<file path="config.mk">
export PLATFORM = sky130hd
export DESIGN_NAME = terminal_key_event_parser_core
export DESIGN_NICKNAME = d
export VERILOG_FILES = /design/src/rtl/core/tkep_pkg.sv /design/src/rtl/core/tkep_decode.sv /design/src/rtl/core/terminal_key_event_parser_core.sv
export SDC_FILE = /design/constraint.sdc
export NUM_CORES = 1
export LEC_CHECK = 0
export ABC_AREA = 1
export BUFFER_PORTS_ARGS = -buffer_cell sky130_fd_sc_hd__buf_4
export CORE_ASPECT_RATIO = 1.1
export CORE_UTILIZATION = 34
export CTS_BUF_LIST = sky130_fd_sc_hd__clkbuf_4
export DETAILED_ROUTE_END_ITERATION = 6
export REMOVE_ABC_BUFFERS = 1
export SLEW_MARGIN = 10
export SYNTH_ARGS = -nofsm -noshare
export SYNTH_HDL_FRONTEND = slang
export SYNTH_SLANG_ARGS = --single-unit
</file>
<file path="constraint.sdc">
create_clock -name clk -period 6 [get_ports clk]
set_input_delay 0.9 -clock clk [delete_from_list [all_inputs] [get_ports clk]]
set_output_delay 0.9 -clock clk [all_outputs]
set_load 0.01 [all_outputs]
</file>
<file path="src/rtl/core/tkep_pkg.sv">
package tkep_pkg;

  // parser modes
  localparam logic [1:0] MODE_IDLE = 2'd0;
  localparam logic [1:0] MODE_ESC  = 2'd1;
  localparam logic [1:0] MODE_CSI  = 2'd2;
  localparam logic [1:0] MODE_UTF8 = 2'd3;

  // event kinds
  localparam logic [4:0] EV_INSERT     = 5'd0;
  localparam logic [4:0] EV_BACKSPACE  = 5'd1;
  localparam logic [4:0] EV_HOME       = 5'd2;
  localparam logic [4:0] EV_LEFT       = 5'd3;
  localparam logic [4:0] EV_INTERRUPT  = 5'd4;
  localparam logic [4:0] EV_EOF        = 5'd5;
  localparam logic [4:0] EV_END        = 5'd6;
  localparam logic [4:0] EV_RIGHT      = 5'd7;
  localparam logic [4:0] EV_TAB        = 5'd8;
  localparam logic [4:0] EV_CLEAR      = 5'd9;
  localparam logic [4:0] EV_ENTER      = 5'd10;
  localparam logic [4:0] EV_SUSPEND    = 5'd11;
  localparam logic [4:0] EV_ABORT      = 5'd12;
  localparam logic [4:0] EV_UP         = 5'd13;
  localparam logic [4:0] EV_DOWN       = 5'd14;
  localparam logic [4:0] EV_WORD_LEFT  = 5'd15;
  localparam logic [4:0] EV_WORD_RIGHT = 5'd16;

  localparam logic [7:0] BYTE_ESC     = 8'h1B;
  localparam logic [7:0] BYTE_CR      = 8'h0D;
  localparam logic [7:0] BYTE_LF      = 8'h0A;
  localparam logic [7:0] BYTE_DEL     = 8'h7F;
  localparam logic [7:0] BYTE_CTL_MAX = 8'h1F;
  localparam logic [7:0] BYTE_CSI_FIN = 8'h40;

  localparam logic [3:0] DFA_ACCEPT = 4'd0;
  localparam logic [3:0] DFA_REJECT = 4'd1;
  localparam logic [3:0] DFA_LAST   = 4'd8;

  localparam logic [31:0] REPLACEMENT_CHAR = 32'h00BD_BFEF;

  typedef struct packed {
    logic [1:0]  mode;
    logic [3:0]  dfa;
    logic [31:0] bytes;
    logic [2:0]  count;
    logic [2:0]  csi_len;
    logic        prefix_ok;
  } state_t;

  typedef struct packed {
    logic        valid;
    logic [4:0]  kind;
    logic [31:0] bytes;
    logic [2:0]  len;
  } result_t;

  localparam state_t STATE_RESET = '{
    mode: MODE_IDLE, dfa: DFA_ACCEPT, bytes: 32'd0, count: 3'd0,
    csi_len: 3'd0, prefix_ok: 1'b1
  };

  // next state = DFA_NEXT[state * 12 + class]
  localparam logic [3:0] DFA_NEXT [108] = '{
    4'd0,4'd1,4'd2,4'd3,4'd5,4'd8,4'd7,4'd1,4'd1,4'd1,4'd4,4'd6,
    4'd1,4'd1,4'd1,4'd1,4'd1,4'd1,4'd1,4'd1,4'd1,4'd1,4'd1,4'd1,
    4'd1,4'd0,4'd1,4'd1,4'd1,4'd1,4'd1,4'd0,4'd1,4'd0,4'd1,4'd1,
    4'd1,4'd2,4'd1,4'd1,4'd1,4'd1,4'd1,4'd2,4'd1,4'd2,4'd1,4'd1,
    4'd1,4'd1,4'd1,4'd1,4'd1,4'd1,4'd1,4'd2,4'd1,4'd1,4'd1,4'd1,
    4'd1,4'd2,4'd1,4'd1,4'd1,4'd1,4'd1,4'd1,4'd1,4'd2,4'd1,4'd1,
    4'd1,4'd1,4'd1,4'd1,4'd1,4'd1,4'd1,4'd3,4'd1,4'd3,4'd1,4'd1,
    4'd1,4'd3,4'd1,4'd1,4'd1,4'd1,4'd1,4'd3,4'd1,4'd3,4'd1,4'd1,
    4'd1,4'd3,4'd1,4'd1,4'd1,4'd1,4'd1,4'd1,4'd1,4'd1,4'd1,4'd1
  };

  function automatic logic [3:0] byte_class(input logic [7:0] b);
    logic [3:0] c;
    if (b < 8'h80)       c = 4'd0;
    else if (b < 8'h90)  c = 4'd1;
    else if (b < 8'hA0)  c = 4'd9;
    else if (b < 8'hC0)  c = 4'd7;
    else if (b < 8'hC2)  c = 4'd8;
    else if (b < 8'hE0)  c = 4'd2;
    else if (b == 8'hE0) c = 4'd10;
    else if (b == 8'hED) c = 4'd4;
    else if (b < 8'hF0)  c = 4'd3;
    else if (b == 8'hF0) c = 4'd11;
    else if (b < 8'hF4)  c = 4'd6;
    else if (b == 8'hF4) c = 4'd5;
    else                 c = 4'd8;
    return c;
  endfunction

  function automatic logic [3:0] dfa_step(input logic [3:0] s, input logic [7:0] b);
    logic [3:0] sc;
    logic [6:0] idx;
    sc  = (s > DFA_LAST) ? DFA_REJECT : s;
    idx = 7'(sc) * 7'd12 + 7'(byte_class(b));
    return DFA_NEXT[idx];
  endfunction

  // keymaps: insert never comes from a keymap, so EV_INSERT marks a miss
  function automatic logic [4:0] ctrl_event(input logic [7:0] b);
    logic [4:0] k;
    unique case (b)
      8'h7F, 8'h08: k = EV_BACKSPACE;
      8'h01:        k = EV_HOME;
      8'h02:        k = EV_LEFT;
      8'h03:        k = EV_INTERRUPT;
      8'h04:        k = EV_EOF;
      8'h05:        k = EV_END;
      8'h06:        k = EV_RIGHT;
      8'h09:        k = EV_TAB;
      8'h0C:        k = EV_CLEAR;
      8'h0D:        k = EV_ENTER;
      8'h1A:        k = EV_SUSPEND;
      8'h1C:        k = EV_ABORT;
      default:      k = EV_INSERT;
    endcase
    return k;
  endfunction

  function automatic logic [4:0] csi_event(input logic [7:0] b);
    logic [4:0] k;
    unique case (b)
      8'h41:   k = EV_UP;
      8'h42:   k = EV_DOWN;
      8'h43:   k = EV_RIGHT;
      8'h44:   k = EV_LEFT;
      8'h46:   k = EV_END;
      8'h48:   k = EV_HOME;
      default: k = EV_INSERT;
    endcase
    return k;
  endfunction

endpackage

</file>
<file path="src/rtl/core/tkep_decode.sv">
// One byte against the parser state: next state and optional event.
module tkep_decode (
  input  tkep_pkg::state_t  st,
  input  logic [7:0]        in_byte,
  output tkep_pkg::state_t  st_next,
  output tkep_pkg::result_t res
);

  logic [4:0]  k;
  logic [3:0]  ns;
  logic [31:0] fb;
  logic [2:0]  fc;
  logic        feed;
  logic        fresh;

  always_comb begin
    st_next = st;
    res     = '0;
    k       = tkep_pkg::EV_INSERT;
    feed    = 1'b0;
    fresh   = 1'b0;
    unique case (st.mode)
      tkep_pkg::MODE_ESC: begin
        if (in_byte == 8'h5B) begin
          st_next.mode      = tkep_pkg::MODE_CSI;
          st_next.csi_len   = 3'd0;
          st_next.prefix_ok = 1'b1;
        end else begin
          st_next.mode = tkep_pkg::MODE_IDLE;
          if (in_byte == tkep_pkg::BYTE_CR) begin
            res.valid = 1'b1;
            res.kind  = tkep_pkg::EV_INSERT;
            res.bytes = 32'(tkep_pkg::BYTE_LF);
            res.len   = 3'd1;
          end
        end
      end
      tkep_pkg::MODE_CSI: begin
        if (in_byte <= tkep_pkg::BYTE_CTL_MAX || in_byte >= tkep_pkg::BYTE_DEL) begin
          // ignored inside CSI
        end else if (in_byte < tkep_pkg::BYTE_CSI_FIN) begin
          if (st.csi_len == 3'd0 && in_byte != 8'h31) st_next.prefix_ok = 1'b0;
          if (st.csi_len == 3'd1 && in_byte != 8'h3B) st_next.prefix_ok = 1'b0;
          if (st.csi_len == 3'd2 && in_byte != 8'h35 && in_byte != 8'h33)
            st_next.prefix_ok = 1'b0;
          if (st.csi_len < 3'd4) st_next.csi_len = st.csi_len + 3'd1;
        end else begin
          st_next.mode = tkep_pkg::MODE_IDLE;
          if (st.csi_len == 3'd0) begin
            k = tkep_pkg::csi_event(in_byte);
            if (k != tkep_pkg::EV_INSERT) begin
              res.valid = 1'b1;
              res.kind  = k;
            end
          end else if (st.csi_len == 3'd3 && st.prefix_ok) begin
            if (in_byte == 8'h44) begin
              res.valid = 1'b1;
              res.kind  = tkep_pkg::EV_WORD_LEFT;
            end else if (in_byte == 8'h43) begin
              res.valid = 1'b1;
              res.kind  = tkep_pkg::EV_WORD_RIGHT;
            end
          end
        end
      end
      tkep_pkg::MODE_UTF8: begin
        feed = 1'b1;
      end
      default: begin
        if (in_byte == tkep_pkg::BYTE_ESC) begin
          st_next.mode = tkep_pkg::MODE_ESC;
        end else if (in_byte <= tkep_pkg::BYTE_CTL_MAX || in_byte == tkep_pkg::BYTE_DEL) begin
          k = tkep_pkg::ctrl_event(in_byte);
          if (k != tkep_pkg::EV_INSERT) begin
            res.valid = 1'b1;
            res.kind  = k;
          end
        end else begin
          feed  = 1'b1;
          fresh = 1'b1;
        end
      end
    endcase

    // UTF-8 path: a fresh character starts from an empty gather
    ns = tkep_pkg::dfa_step(fresh ? tkep_pkg::DFA_ACCEPT : st.dfa, in_byte);
    fb = fresh ? 32'd0 : st.bytes;
    fc = fresh ? 3'd0 : st.count;
    if (fc < 3'd4) begin
      unique case (fc[1:0])
        2'd0:    fb[7:0]   = in_byte;
        2'd1:    fb[15:8]  = in_byte;
        2'd2:    fb[23:16] = in_byte;
        default: fb[31:24] = in_byte;
      endcase
      fc = fc + 3'd1;
    end

    if (feed) begin
      st_next.bytes = fb;
      st_next.count = fc;
      if (ns == tkep_pkg::DFA_ACCEPT) begin
        st_next.mode = tkep_pkg::MODE_IDLE;
        st_next.dfa  = tkep_pkg::DFA_ACCEPT;
        res.valid    = 1'b1;
        res.kind     = tkep_pkg::EV_INSERT;
        res.bytes    = fb;
        res.len      = fc;
      end else if (ns == tkep_pkg::DFA_REJECT) begin
        st_next.mode = tkep_pkg::MODE_IDLE;
        st_next.dfa  = tkep_pkg::DFA_ACCEPT;
        res.valid    = 1'b1;
        res.kind     = tkep_pkg::EV_INSERT;
        res.bytes    = tkep_pkg::REPLACEMENT_CHAR;
        res.len      = 3'd3;
      end else begin
        st_next.mode = tkep_pkg::MODE_UTF8;
        st_next.dfa  = ns;
      end
    end
  end

endmodule

</file>
<file path="src/rtl/core/terminal_key_event_parser_core.sv">
// Flow: a byte accepted into the input register is decoded, and its event written into the output register.
// Throughput: one byte per cycle; the input register feeds the output register
//   through one pass of the decoder, and both stall only when the output is held.
// Reset (rst, synchronous, active high): empties both registers, returns the
//   parser to idle with the UTF-8 DFA in its accept state.
module terminal_key_event_parser_core (
  input  logic        clk,
  input  logic        rst,
  input  logic        in_valid,
  output logic        in_stall,
  input  logic [7:0]  in_byte,
  output logic        out_valid,
  input  logic        out_stall,
  output logic [4:0]  event_kind,
  output logic [31:0] char_bytes,
  output logic [2:0]  char_len
);

  // input register
  logic       s1_valid;
  logic [7:0] s1_byte;

  // parser state and decoder outputs
  tkep_pkg::state_t  st;
  tkep_pkg::state_t  st_next;
  tkep_pkg::result_t res;

  logic out_free;  // output register can take a new request this cycle
  logic s1_go;     // byte in the input register is decoded and retired

  assign out_free = !out_valid || !out_stall;
  assign s1_go    = s1_valid && out_free;
  // the input register holds only while its byte cannot retire
  assign in_stall = s1_valid && !out_free;

  tkep_decode u_decode (
    .st      (st),
    .in_byte (s1_byte),
    .st_next (st_next),
    .res     (res)
  );

  // control: valids and parser state
  always_ff @(posedge clk) begin
    if (rst) begin
      s1_valid  <= 1'b0;
      out_valid <= 1'b0;
      st        <= tkep_pkg::STATE_RESET;
    end else begin
      if (!in_stall) s1_valid <= in_valid;
      // a byte that makes no event retires without filling the output
      if (out_free) out_valid <= s1_go && res.valid;
      if (s1_go) st <= st_next;
    end
  end

  // payload: no reset needed
  always_ff @(posedge clk) begin
    if (in_valid && !in_stall) s1_byte <= in_byte;
    if (s1_go && res.valid) begin
      event_kind <= res.kind;
      char_bytes <= res.bytes;
      char_len   <= res.len;
    end
  end

endmodule

</file>
; ---- After elaboration in Yosys (flattened, before gate mapping)
; Memories as Yosys holds them, arrays and structs flattened.
; Index checks and enable logic that the tools add are counted.
; Widths: inputs -> output; s select.
[classes]
addsub = 3
multipliers = 1
n_lt_le_gt_ge = 15
n_eq_ne = 46
n_mux = 70
bitwise = 1
n_reduce_logical = 31
[op_table]
columns = op, count
row1 = $mux 41, 6
row2 = $mux 4, 19
row3 = $mux 6, 12
row4 = $eq 8x7->1 const B, 8
row5 = $lt 8x8->1 const B, 8
row6 = $mux 32, 2
row7 = $pmux 4 s12, 1
row8 = $mux 35, 1
row9 = $mux 5, 7
row10 = $eq 8x4->1 const B, 4
row11 = $eq 8x8->1 const B, 4
row12 = $mux 8, 4
row13 = $ne 8x6->1 const B, 4
row14 = $eq 8x3->1 const B, 3
row15 = $eq 8x5->1 const B, 3
row16 = $pmux 4 s6, 1
row17 = $pmux 6 s3, 1
row18 = $eq 8x2->1 const B, 2
row19 = $reduce_and 6->1, 2
row20 = $reduce_bool 5->1, 2
row21 = $logic_and 1x1->1, 9
row22 = $mux 3, 3
row23 = $eq 8x1->1 const B, 1
row24 = $ge 8x7->1 const B, 1
row25 = other kinds (34), 59
[word_totals]
register_bits = 95
mem_bits_ro = 512
input_bits = 12
output_inout_bits = 42
wordCells = 180
memories = 1
[memory_table]
columns = memory, depth, width, read_ports, rd_clocked_by_memory_dff, write_ports, line
row1 = (no name shown), 128, 4, 1, 0, 0, tkep_pkg.sv:98  ; return DFA_NEXT[idx];

; ---- Longest topological paths before layout
; Gate-level depths: netlist (run 1).
[depth]
word_depth = 23
depth_mapped = 26
ltp_nobuf = 26

; ---- By module
; From an unflattened synthesis (run 1), not the netlist that was laid out.
[unflattened]
hier_cells = 914
hier_area_um2 = 6690.2
[modules_own_cells]
columns = mod, n_inst, cells_per_inst, area_per_inst_um2, seq_area_each_um2
row1 = terminal_key_event_parser_core, 1, 356, 3759.9, 2382.3
row2 = tkep_decode, 1, 558, 2930.3, 0.0

; ---- Least setup slack after synthesis (run 1)
; Ideal clock, no wire load.
[synth_path]
path_type = reg2reg
from = register s1_byte[7]
to = register char_bytes[0], enable pin
setup_ns = 0.395
arrival_time_ns = 4.113
t_required_ns = 5.605
setup_slack_ns = 1.492
stages_incl_launch_ff = 25
n_path_buf = 3
period_less_slack_ns = 4.508
cell_sequence = edfxtp_1 > buf_2 > nor2_1 > nand2_1 > nand3_4 > clkbuf_1 > nand2_1 > nand2_1 > ha_1 > inv_1 > fa_1 > xor2_1 > nor2_1 > nand2_1 > xor2_1 > xor2_2 > inv_2 > nand2_1 > nor2_1 > nor2_2 > nand3_2 > buf_6 > nand2_1 > nand2_1 > inv_1
[synth_via]
elab_chain_len = 23
elab_cells_between_ends = 94
cone_classes = 1 x add/sub / 1 x mul / 12 x order compare / 26 x eq/ne / 45 x mux / 1 x bitwise / 7 x reduce/logical / 1 x memory
[synth_lines]
columns = item, line
row1 = "start, declared", terminal_key_event_parser_core.sv:21  ; logic [7:0] s1_byte;
row2 = "start signal, assigned", terminal_key_event_parser_core.sv:59  ; if (in_valid && !in_stall) s1_byte <= in_byte;
row3 = "parallel branches: the longest is 21 deep, another holds $le 8x5->1", --
row4 = $mux 41 *, tkep_decode.sv:99  ; if (feed) begin
row5 = $logic_and 1x1->1 *, terminal_key_event_parser_core.sv:60  ; if (s1_go && res.valid) begin
row6 = "end signal, assigned", terminal_key_event_parser_core.sv:62  ; char_bytes <= res.bytes;
row7 = "end, declared", terminal_key_event_parser_core.sv:15  ; output logic [31:0] char_bytes,
; Mark *: on every way between the ends. The select of a mux whose other input is x is not followed.
; A chain may end at the register's enable or synchronous reset.

; ---- Worst setup path in the final report (run 1)
[layout_path]
from = register s1_byte[7]
to = register char_bytes[25], enable pin
; Same word-level chain as after synthesis.

==> results of run 1 <==
kinds of logic after synthesis:
family                     count (synthesis)  synth area share (%)
AOI/OAI and AO/OA                        155                  16.6
xor gates and xnor gates                   5                 0.941
adders and majority gates                 21                  5.10
buffers and inverters                    165                  12.2
DFF                                       95                  43.7
and+or+nand+nor                          259                  21.5
worst max-delay path by stage:
stage	startpoint	end	slack (ns)	cells after the start
CTS	s1_byte[7]	char_bytes[25]	0.99	23
floorplan	s1_byte[7]	char_bytes[0]	1.19	23
global route	s1_byte[7]	char_len[1]	0.50	23
finish	s1_byte[7]	char_bytes[25]	1.05	23
detailed placement	s1_byte[7]	char_bytes[25]	1.01	23
global placement	s1_byte[7]	event_kind[4]	1.18	24
layer usage:
metal	GRT usage [%]	vias up	wire [µm]
met4	7.79	0	359
met5	0	-	0
met2	25.6	142	5710
met3	3.21	24	675
met1	22.3	2080	6150
li1	-	2403	-
power by group:
part	leakage [nW]	internal, mW	total, mW	switching (mW)
Combinational	1.84	0.168	0.531	0.362
Clock	0.0732	0.0933	0.337	0.244
Sequential	0.852	0.775	0.805	0.0301
critical path: cells and delay by family (launching register included):
kind                       cells  cell delay [ns]
and+or+nand+nor               15             1.82
adders and majority gates      2             0.75
DFF                            1             0.58
xor gates and xnor gates       1             0.46
buffers and inverters          5             0.96
registers in the layout, summed over array words and instances, names as in the netlist:
signal      cells
st             45
out_valid       1
event_kind      5
char_len        3
s1_valid        1
char_bytes     32
s1_byte         8
per-stage QoR:
step	util [%]	area, µm²	power, mW	setup slack [ns]
after floorplan	-	5330	1.18	1.19
after global placement	38.3	6000	1.35	1.18
after detailed placement	38.3	6000	1.36	1.01
after CTS	39.1	6130	1.69	0.991
after global routing	39.1	6130	1.79	0.499
final	39.1	6130	1.67	1.05
cell usage in the layout (no fill, tap or decap), drive strengths merged, types with 6 or more instances in the layout:
| cell | synthesis | layout |
|---|---|---|
| o22ai | 19 | 19 |
| nand4 | 7 | 7 |
| buf | 8 | 56 |
| a211oi | 6 | 6 |
| a21oi | 43 | 43 |
| clkbuf | 14 | 9 |
| o211ai | 18 | 18 |
| nand3 | 44 | 44 |
| ha | 19 | 19 |
| o21ai | 57 | 57 |
| nor2 | 89 | 89 |
| dfxtp | 47 | 47 |
| nor3 | 7 | 7 |
| edfxtp | 48 | 48 |
| nand2 | 107 | 107 |
| inv | 143 | 147 |
final cells by class:
class,count,area share [%]
Inverter,143,8.84
Clock inverter,7,0.980
Clock buffer,9,1.10
Antenna cell,1,0.0408
Tap cell,200,4.08
Sequential cell,95,38.9
Timing Repair Buffer,56,6.86
Multi-Input combinational cell,440,39.2
==> flow_metrics.tcl, run 1 <==
set metrics [dict create \
    hold_buffers 0 \
    die_height_um 135 \
    fin_setup_tns_ns 0 \
    max_cap_violations 0 \
    cts_root_buf "clkbuf_4" \
    seqCellArea_um2 2380 \
    yosysMostFrequentCell "inv_1" \
    grt_overflow 0 \
    crit-reg2reg-launch "s1_byte[7]" \
    pin_count 54 \
    dp_cells 934 \
    port-buffer-count 53 \
    antenna_found_initial 1 \
    peakVddDrop_mv 0.0895 \
    yosys.area.top_type "edfxtp_1" \
    arrival_ns 5.09 \
    hold_path.class "reg -> reg" \
    core_area_um2 15700 \
    ant_nets 0 \
    clock.fmax_mhz 202 \
    drt_first_iter_violations 339 \
    grt_pass1_vias 4330 \
    clk_latency_ns 0.50 \
    hpwl_mm 9.17 \
    finalHoldViolations 0 \
    min_period_over_period_pct 82.6 \
    crit_slowest_cell "edfxtp_1" \
    relSlewSlack_pct 41.4 \
    setup_violations 0 \
    synthTopCellsByCount "134 x inv_1, 104 x nand2_1, 76 x nor2_1, 48 x edfxtp_1, 47 x dfxtp_1" \
    hold_depth 2 \
    critical_path_class "reg -> reg" \
    rr_worst_depth 23 \
    finalMaxSlewViolations 0 \
    r2r_setup_slack_ns 1.05 \
    drive_above_1_share_pct 14.4 \
    required_ns 6.14 \
    rows 48 \
    cts_resized 0 \
    multi_input_area_um2 2410 \
    synthCells 700 \
    whs_endpoint "st[0]" \
    stdcell_count 951 \
    track_usage_pct 16.6 \
    p_leak_nw 2.76 \
    gp_congestion 0.915 \
    routed_wl_mm 12.9 \
    crit_chain "nor2_1 > nand2_1 > nand3_4 > nand2_1 > inv_2 > nand4_4 > nand2_1 > nand2_1 > ha_1 > fa_1 > xnor2_1 > inv_1 > nand3_1 > nand3_1 > nand2_1 > nand2_1 > nand2_1 > nand3_2 > buf_4 > nand2_1 > nand2_1 > inv_1 > buf_4" \
    cp-end-kind "flop" \
    drt_first_pass_iters 5 \
    fin_hold_ws_ns 0.516 \
    synthTopCellsByArea "edfxtp_1 26%, dfxtp_1 17%, inv_1 9.2%" \
    synthFlopType "edfxtp_1" \
    synthArstFlopShare_pct 0 \
    grt_pass1_wl_mm 21.2 \
    vias 4649 \
    grt_max_degree 41 \
    rsz0062_at_grt "no" \
    finalClockSkew_ns 0.0186 \
    ys.warnings.count 0 \
    synth_edf_count 48 \
    yosysSeqAreaShare_pct 43.7 \
    drc 0 \
    cts_sinks 95 \
    synth_area_per_cell_um2 7.79 \
    die_width_um 123 \
    start_util_pct 34.8 \
    ys_ff_latch 95 \
    cts_buffers 9 \
    vias_per_cell 4.89 \
    wire_per_inst_um 13.6 \
    nets 778 \
    period_needed_ns 4.95 \
    fill_cells 1630 \
    synth.distinct_cells 45 \
    worstMarginPinSlew_ns 0.878 \
    yosys.area.top_type_share_pct 26.4 \
    cts_tree "done" \
    powerDensity_nw_per_um2 273 \
    status "finished, final reports clean" \
    syn_to_final_growth_pct 12.5 \
    synth_area_um2 5450 \
    cts_setup_buffers 0 \
    clk_pin_slew_worst_paths_ns 0.16 \
    cts_htree_levels 3 \
    path_common_cell "nand2_1" \
    crit_fanout 40 \
    cp-start-kind "flop" \
    hp-start "st[0]" \
    max_stage_delay_ns 0.58 \
    clockBufferDepth 2 \
    die-area_um2 16500 \
    reg2reg_to "char_bytes[25]" \
]
No activity file was read; power rests on OpenSTA's default activity.
==> run 2: changes to the inputs <==
Clock period 6 ns to 3.98 ns, I/O delays scaled along.
==> run 2 against run 1 <==
Against the previous run:
- setup slack worse by 0.84 ns
- cell count is 4.3% higher
- via count increased by 4.4%
- sequential cell count unchanged
- global-route usage grew 0.64 points
- combinational power up 83%
==> flow_metrics.tcl, run 2 (synthesis gave the netlist of run 1 again) <==
set metrics [dict create \
    status "finished, final reports clean" \
    die-area_um2 16500 \
    max_cap_violations 0 \
    top_regs "st x45, char_bytes x32, s1_byte x8" \
    nets 819 \
    rr_worst_depth 25 \
    grt_max_degree 43 \
    cts_tree "done" \
    drt_first_pass_iters 5 \
    clockBufferDepth 2 \
    cts_htree_levels 3 \
    clk_pin_slew_worst_paths_ns 0.15 \
    preCtsSetupSlack_ns 0.0291 \
    grt_pass1_vias 4439 \
    arrival_ns 4.00 \
    min_period_over_period_pct 94.8 \
    cp-end-kind "flop" \
    crit_path_end "event_kind[1]" \
    core_area_um2 15700 \
    wire_per_inst_um 14.1 \
    antenna_found_initial 1 \
    r2r_setup_slack_ns 0.21 \
    cts_buffers 9 \
    dp_cells 967 \
    drc 0 \
    vias_per_cell 4.89 \
    track_usage_pct 17.3 \
    clock.fmax_mhz 265 \
    die_width_um 123 \
    timing.final.ws_setup_ns 0.207 \
    rows 48 \
    hold_buffers 0 \
    critical_path_class "reg -> reg" \
    pin_count 54 \
    vias 4854 \
    hpwl_mm 9.59 \
    fill_cells 1613 \
    drive_above_1_share_pct 22.0 \
    clk_latency_ns 0.50 \
    finalClockSkew_ns 0.0183 \
    grt_overflow 0 \
    cp-startpoint "s1_byte[6]" \
    routed_wl_mm 14.0 \
    final_common_cell "inv_1" \
    start_util_pct 34.8 \
    place_area_um2 6260 \
    finalHoldViolations 0 \
    cts_sinks 95 \
    hold_path.class "in -> reg" \
    worstMarginPinSlew_ns 0.856 \
    die_height_um 135 \
    cts_root_buf "clkbuf_4" \
    finalMaxSlewViolations 0 \
    reg2reg_to "event_kind[1]" \
    crit_fanout 5 \
    crit-reg2reg-launch "s1_byte[6]" \
    syn_to_final_growth_pct 21.9 \
    p_leak_nw 3.01 \
    setup_violations 0 \
    final_cell_area_um2 6640 \
    stdcell_count 992 \
    grt_pass1_wl_mm 22.1 \
    period_needed_ns 3.77 \
    required_ns 4.21 \
    top_register "st" \
    largest_register_ffs 45 \
    relSlewSlack_pct 42.9 \
    ant_nets 0 \
    cp-start-kind "flop" \
    powerDensity_nw_per_um2 411 \
    port-buffer-count 53 \
    layout_common_cells "131 x inv_1, 97 x nand2_1, 90 x buf_4" \
    hp-start "in_byte[3]" \
    p_total_mw 2.73 \
    peakVddDrop_mv 0.160 \
    gp_congestion 0.980 \
    drt_first_iter_violations 459 \
]
==> run 2: cell types whose count changed in the layout (fill, tap and decap cells not counted), sizes merged <==
cell,change
inv,-4
buf,+38
bufinv,+1
clkbuf,+3
clkinv,+3
==> run 2: how the worst min path moves through the flow <==
stage                     slack, ns  cells past startpoint    endpoint
after floorplan                0.45                      2      st[39]
after global placement         0.48                      2      st[39]
after detailed placement       0.48                      2      st[39]
after CTS                      0.24                      1  s1_byte[3]
after global routing           0.24                      1  s1_byte[1]
final                          0.26                      1  s1_byte[3]
==> run 2: cell type report <==
class	count	area, µm²	area share, %
multi-input cells	440	2500	37.7
clock inverters	7	71.3	1.07
inverters	143	554	8.35
well taps	200	250	3.77
repair buffers	97	808	12.2
diodes	1	2.50	0.0377
flip-flops and latches	95	2380	35.9
clock buffers	9	67.6	1.02
==> run 2: stage by stage <==
step	hold WS, ns	TNS [ns]	util, %
finish	0.260	0	42.4
global placement	0.483	0	39.9
global route	0.240	-0.827	42.4
detailed placement	0.482	0	39.9
floorplan	0.452	-34.08	-
CTS	0.242	0	40.8
==> run 2: worst max-delay path, stage by stage (launching register included) <==
cell,delay (ns)
edfxtp_1,0.45
inv_2,0.07
nor2_4,0.16
nand4_4,0.11
nand3_4,0.10
nand2_1,0.07
inv_2,0.07
nand4_4,0.07
nand2_1,0.11
nand2_2,0.07
ha_2,0.17
inv_2,0.06
fa_2,0.48
nor2_2,0.11
nand2_2,0.06
xor2_2,0.16
xor2_2,0.28
inv_2,0.06
nand2_1,0.06
nor2_1,0.05
nor2_2,0.17
nand3_4,0.14
nand2_4,0.09
nand2_4,0.07
clkinv_8,0.08
clkbuf_16,0.15
==> run 2: per-layer routing <==
metal | GRT usage (%) | wire length, µm | part of all wire, %
met4 | 7.05 | 405 | 2.9
met5 | 0 | 0 | 0
met3 | 3.38 | 698 | 5.0
met1 | 23.6 | 6530 | 47
met2 | 26.5 | 6350 | 45
==> run 2: where the power goes <==
group / total (mW) / leakage [nW] / switching, mW / internal (mW)
logic: 0.971 / 2.08 / 0.614 / 0.357
clock network: 0.555 / 0.0800 / 0.363 / 0.193
registers: 1.21 / 0.853 / 0.0384 / 1.17
total: 2.73 / 3.01 / 1.02 / 1.72
==> run 2: what timing repair did <==
| action | 4_1_cts | 5_1_grt |
|---|---|---|
| setup endpoints to repair | 0 | 82 |
| setup buffers | 0 | 4 |
| resized for setup | 0 | 37 |
==> run 3: changes to the inputs <==
Settings changed: SYNTH_HIERARCHICAL from default to 1.
==> run 3 against run 2 <==
Against the previous run:
- the run now ends with negative setup slack left
- synthesized area is 23% higher
- via count is 30% higher
- cell count is 29% higher
- register-to-register slack worse by 0.39 ns
- wire length is 28% higher
- maximum frequency is 9.3% lower
- hold slack worse by 0.0070 ns
- combinational power is 36% higher
- synthesized cell count is 31% higher
- total power is 10% higher
- non-clock buffer count is 48 higher
- final area is 25% higher
- largest cell class unchanged
- highest routed layer unchanged
==> flow_metrics.tcl, run 3 <==
set metrics [dict create \
    diodes 0 \
    utilization_pct 43.5 \
    dp_cells 1229 \
    status "complete, but fails checks" \
    finalClockSkew_ns 0.0248 \
    wl_met1_mm 8.12 \
    swShare_pct 39.0 \
    min_period_over_period_pct 104 \
    powerDensity_nw_per_um2 362 \
    wl_met3_um 693 \
    yosys.area.top_type_share_pct 21.5 \
    crit_fanout 8 \
    drt_first_iter_violations 547 \
    ys_ff_latch 95 \
    cts_sinks 95 \
    p_sw_mw 1.17 \
    rsz0062_at_grt "yes" \
    rows 53 \
    synthArstFlopShare_pct 0 \
    die_height_um 149 \
    critical_path_class "reg -> reg" \
    yosys.area.top_type "edfxtp_1" \
    required_ns 4.20 \
    violations "negative setup slack" \
    routed_wl_mm 18.0 \
    p_int_mw 1.84 \
    path_common_cell "nor2_4" \
    relSlewSlack_pct 34.1 \
    drt_first_pass_iters 5 \
    vias 6325 \
    hold_buffers 0 \
    period_needed_ns 4.16 \
    cts_htree_levels 3 \
    wl_met2_mm 8.76 \
    hpwl_mm 12.2 \
    yosysSeqAreaShare_pct 35.6 \
    synth_area_um2 6690 \
    syn_to_final_growth_pct 24.5 \
    synthTopCellsByArea "edfxtp_1 22%, dfxtp_1 14%, nand2_1 8.7%" \
    port-buffer-count 53 \
    max_stage_delay_ns 0.48 \
    max_cap_violations 0 \
    synthFlopType "edfxtp_1" \
    top_regs "st x45, char_bytes x32, s1_byte x8" \
    gp_congestion 0.959 \
    arrival_ns 4.38 \
    p_leak_nw 3.61 \
    yosysMostFrequentCell "nand2_1" \
    final_cell_area_um2 8330 \
    hold_path.class "in -> reg" \
    cts_root_buf "clkbuf_4" \
    fin_hold_ws_ns 0.253 \
    start_util_pct 34.9 \
    drive_above_1_share_pct 28.5 \
    fill_cells 1948 \
    cp-start-kind "flop" \
    cts_buffers 9 \
    ys.warnings.count 6 \
    peakVddDrop_mv 0.173 \
    synthTopCellsByCount "155 x nand2_1, 152 x inv_1, 91 x nor2_1, 90 x o21ai_0, 62 x a21oi_1" \
    nets 1058 \
    grt_max_degree 53 \
    layout_common_cells "147 x inv_1, 144 x nand2_1, 127 x buf_4" \
    finalHoldViolations 0 \
    synth_area_per_cell_um2 7.32 \
    place_area_um2 7600 \
    core_area_um2 19200 \
    timing.final.ws_setup_ns -0.178 \
    cts_tree "done" \
    pin_count 54 \
    grt_pass1_vias 5804 \
    final_common_cell "inv_1" \
    multi_input_area_um2 3610 \
    seqCellArea_um2 2390 \
    wire_per_inst_um 14.1 \
    clockBufferDepth 2 \
    worstMarginPinSlew_ns 0.987 \
    die_width_um 136 \
    finalMaxSlewViolations 0 \
    p_seq_share_pct 39.6 \
    crit_slowest_cell "edfxtp_1" \
    setup_violations 57 \
    p_comb_share_pct 43.7 \
    r2r_setup_slack_ns -0.18 \
    vias_per_cell 4.95 \
    ant_nets 0 \
    fin_setup_tns_ns -5.08 \
    grt_pass1_wl_mm 29.0 \
    top_layer "met4" \
    track_usage_pct 18.2 \
    synth_edf_count 48 \
    drc 0 \
    clk_latency_ns 0.49 \
    clk_pin_slew_worst_paths_ns 0.16 \
    cp-end-kind "flop" \
    largest_register_ffs 45 \
    stdcell_count 1277 \
    antenna_found_initial 0 \
    synth.distinct_cells 47 \
    grt_overflow 0 \
    synthCells 914 \
    pwr-share-clk_pct 16.7 \
    die-area_um2 20200 \
    top_register "st" \
    clock.fmax_mhz 240 \
]
-- run 3: cell types whose count changed in the layout (fill, tap and decap cells not counted), sizes merged, moves of 5 or more --
| cell | previous run | this run |
|---|---|---|
| a21oi | 43 | 75 |
| inv | 143 | 162 |
| nand3 | 44 | 91 |
| nand4 | 7 | 12 |
| nand2 | 107 | 168 |
| o21ai | 57 | 96 |
| o22ai | 19 | 3 |
| a211oi | 6 | 1 |
| buf | 94 | 144 |
| nor2 | 89 | 107 |
-- run 3: power by group through the flow --
| stage | combinational, mW | sequential, mW | clock, mW |
|---|---|---|---|
| 2_1_floorplan | 0.626 | 1.24 | 0 |
| 3_3_place_gp | 1.03 | 1.21 | 0 |
| 3_5_place_dp | 1.04 | 1.22 | 0 |
| 4_1_cts | 1.13 | 1.19 | 0.527 |
| 5_1_grt | 1.44 | 1.21 | 0.558 |
| 6_report | 1.32 | 1.19 | 0.502 |
-- run 3: what timing repair did --
action | 4_1_cts | 5_1_grt
gates cloned | 4 | 2
buffers inserted | 18 | 11
setup endpoints to repair | 74 | 85
gates resized for setup | 30 | 37
pin swaps | 12 | 22
-- run 3: cells by family after synthesis --
kind of cell    Yosys count  share of synthesized area (%)
flops                    95                           35.6
simple gates            389                           29.3
compound gates          201                           17.0
buf+inv                 205                           13.6
xor+xnor                  3                          0.393
fa+ha+maj                21                           4.15
-- run 3: final timing paths --
path         startpoint             end  cells after the start
max          s1_byte[7]  char_bytes[25]                     29
min                 rst        s1_valid                      2
min reg2reg      st[29]          st[29]                      2
max reg2reg  s1_byte[7]  char_bytes[25]                     29
-- run 3: worst max-delay path: cells and delay by family (launching register included) --
| family | cells | cell delay, ns |
|---|---|---|
| flops | 1 | 0.48 |
| simple gates | 17 | 1.79 |
| fa+ha+maj | 2 | 0.59 |
| xor+xnor | 1 | 0.13 |
| buf+inv | 6 | 0.60 |
| compound gates | 3 | 0.28 |
-- run 3: metal layers --
layer | track usage (%) | vias up
li1 | - | 3207
met1 | 23.7 | 2924
met2 | 30.8 | 160
met3 | 2.31 | 34
met4 | 6.18 | 0
met5 | 0 | -
-- run 3: layout make-up --
class,instances,area share (%)
Clock inverter,7,0.646
Clock buffer,9,0.811
Timing Repair Buffer,145,15.7
Inverter,159,7.17
Sequential cell,95,28.6
Tap cell,247,3.71
Multi-Input combinational cell,615,43.3
-- run 3: stage by stage --
step / power (mW) / setup WS [ns]
floorplan: 1.87 / -2.07
global placement: 2.24 / -0.0635
detailed placement: 2.25 / -0.186
CTS: 2.85 / -0.0969
global route: 3.20 / -0.390
finish: 3.01 / -0.178
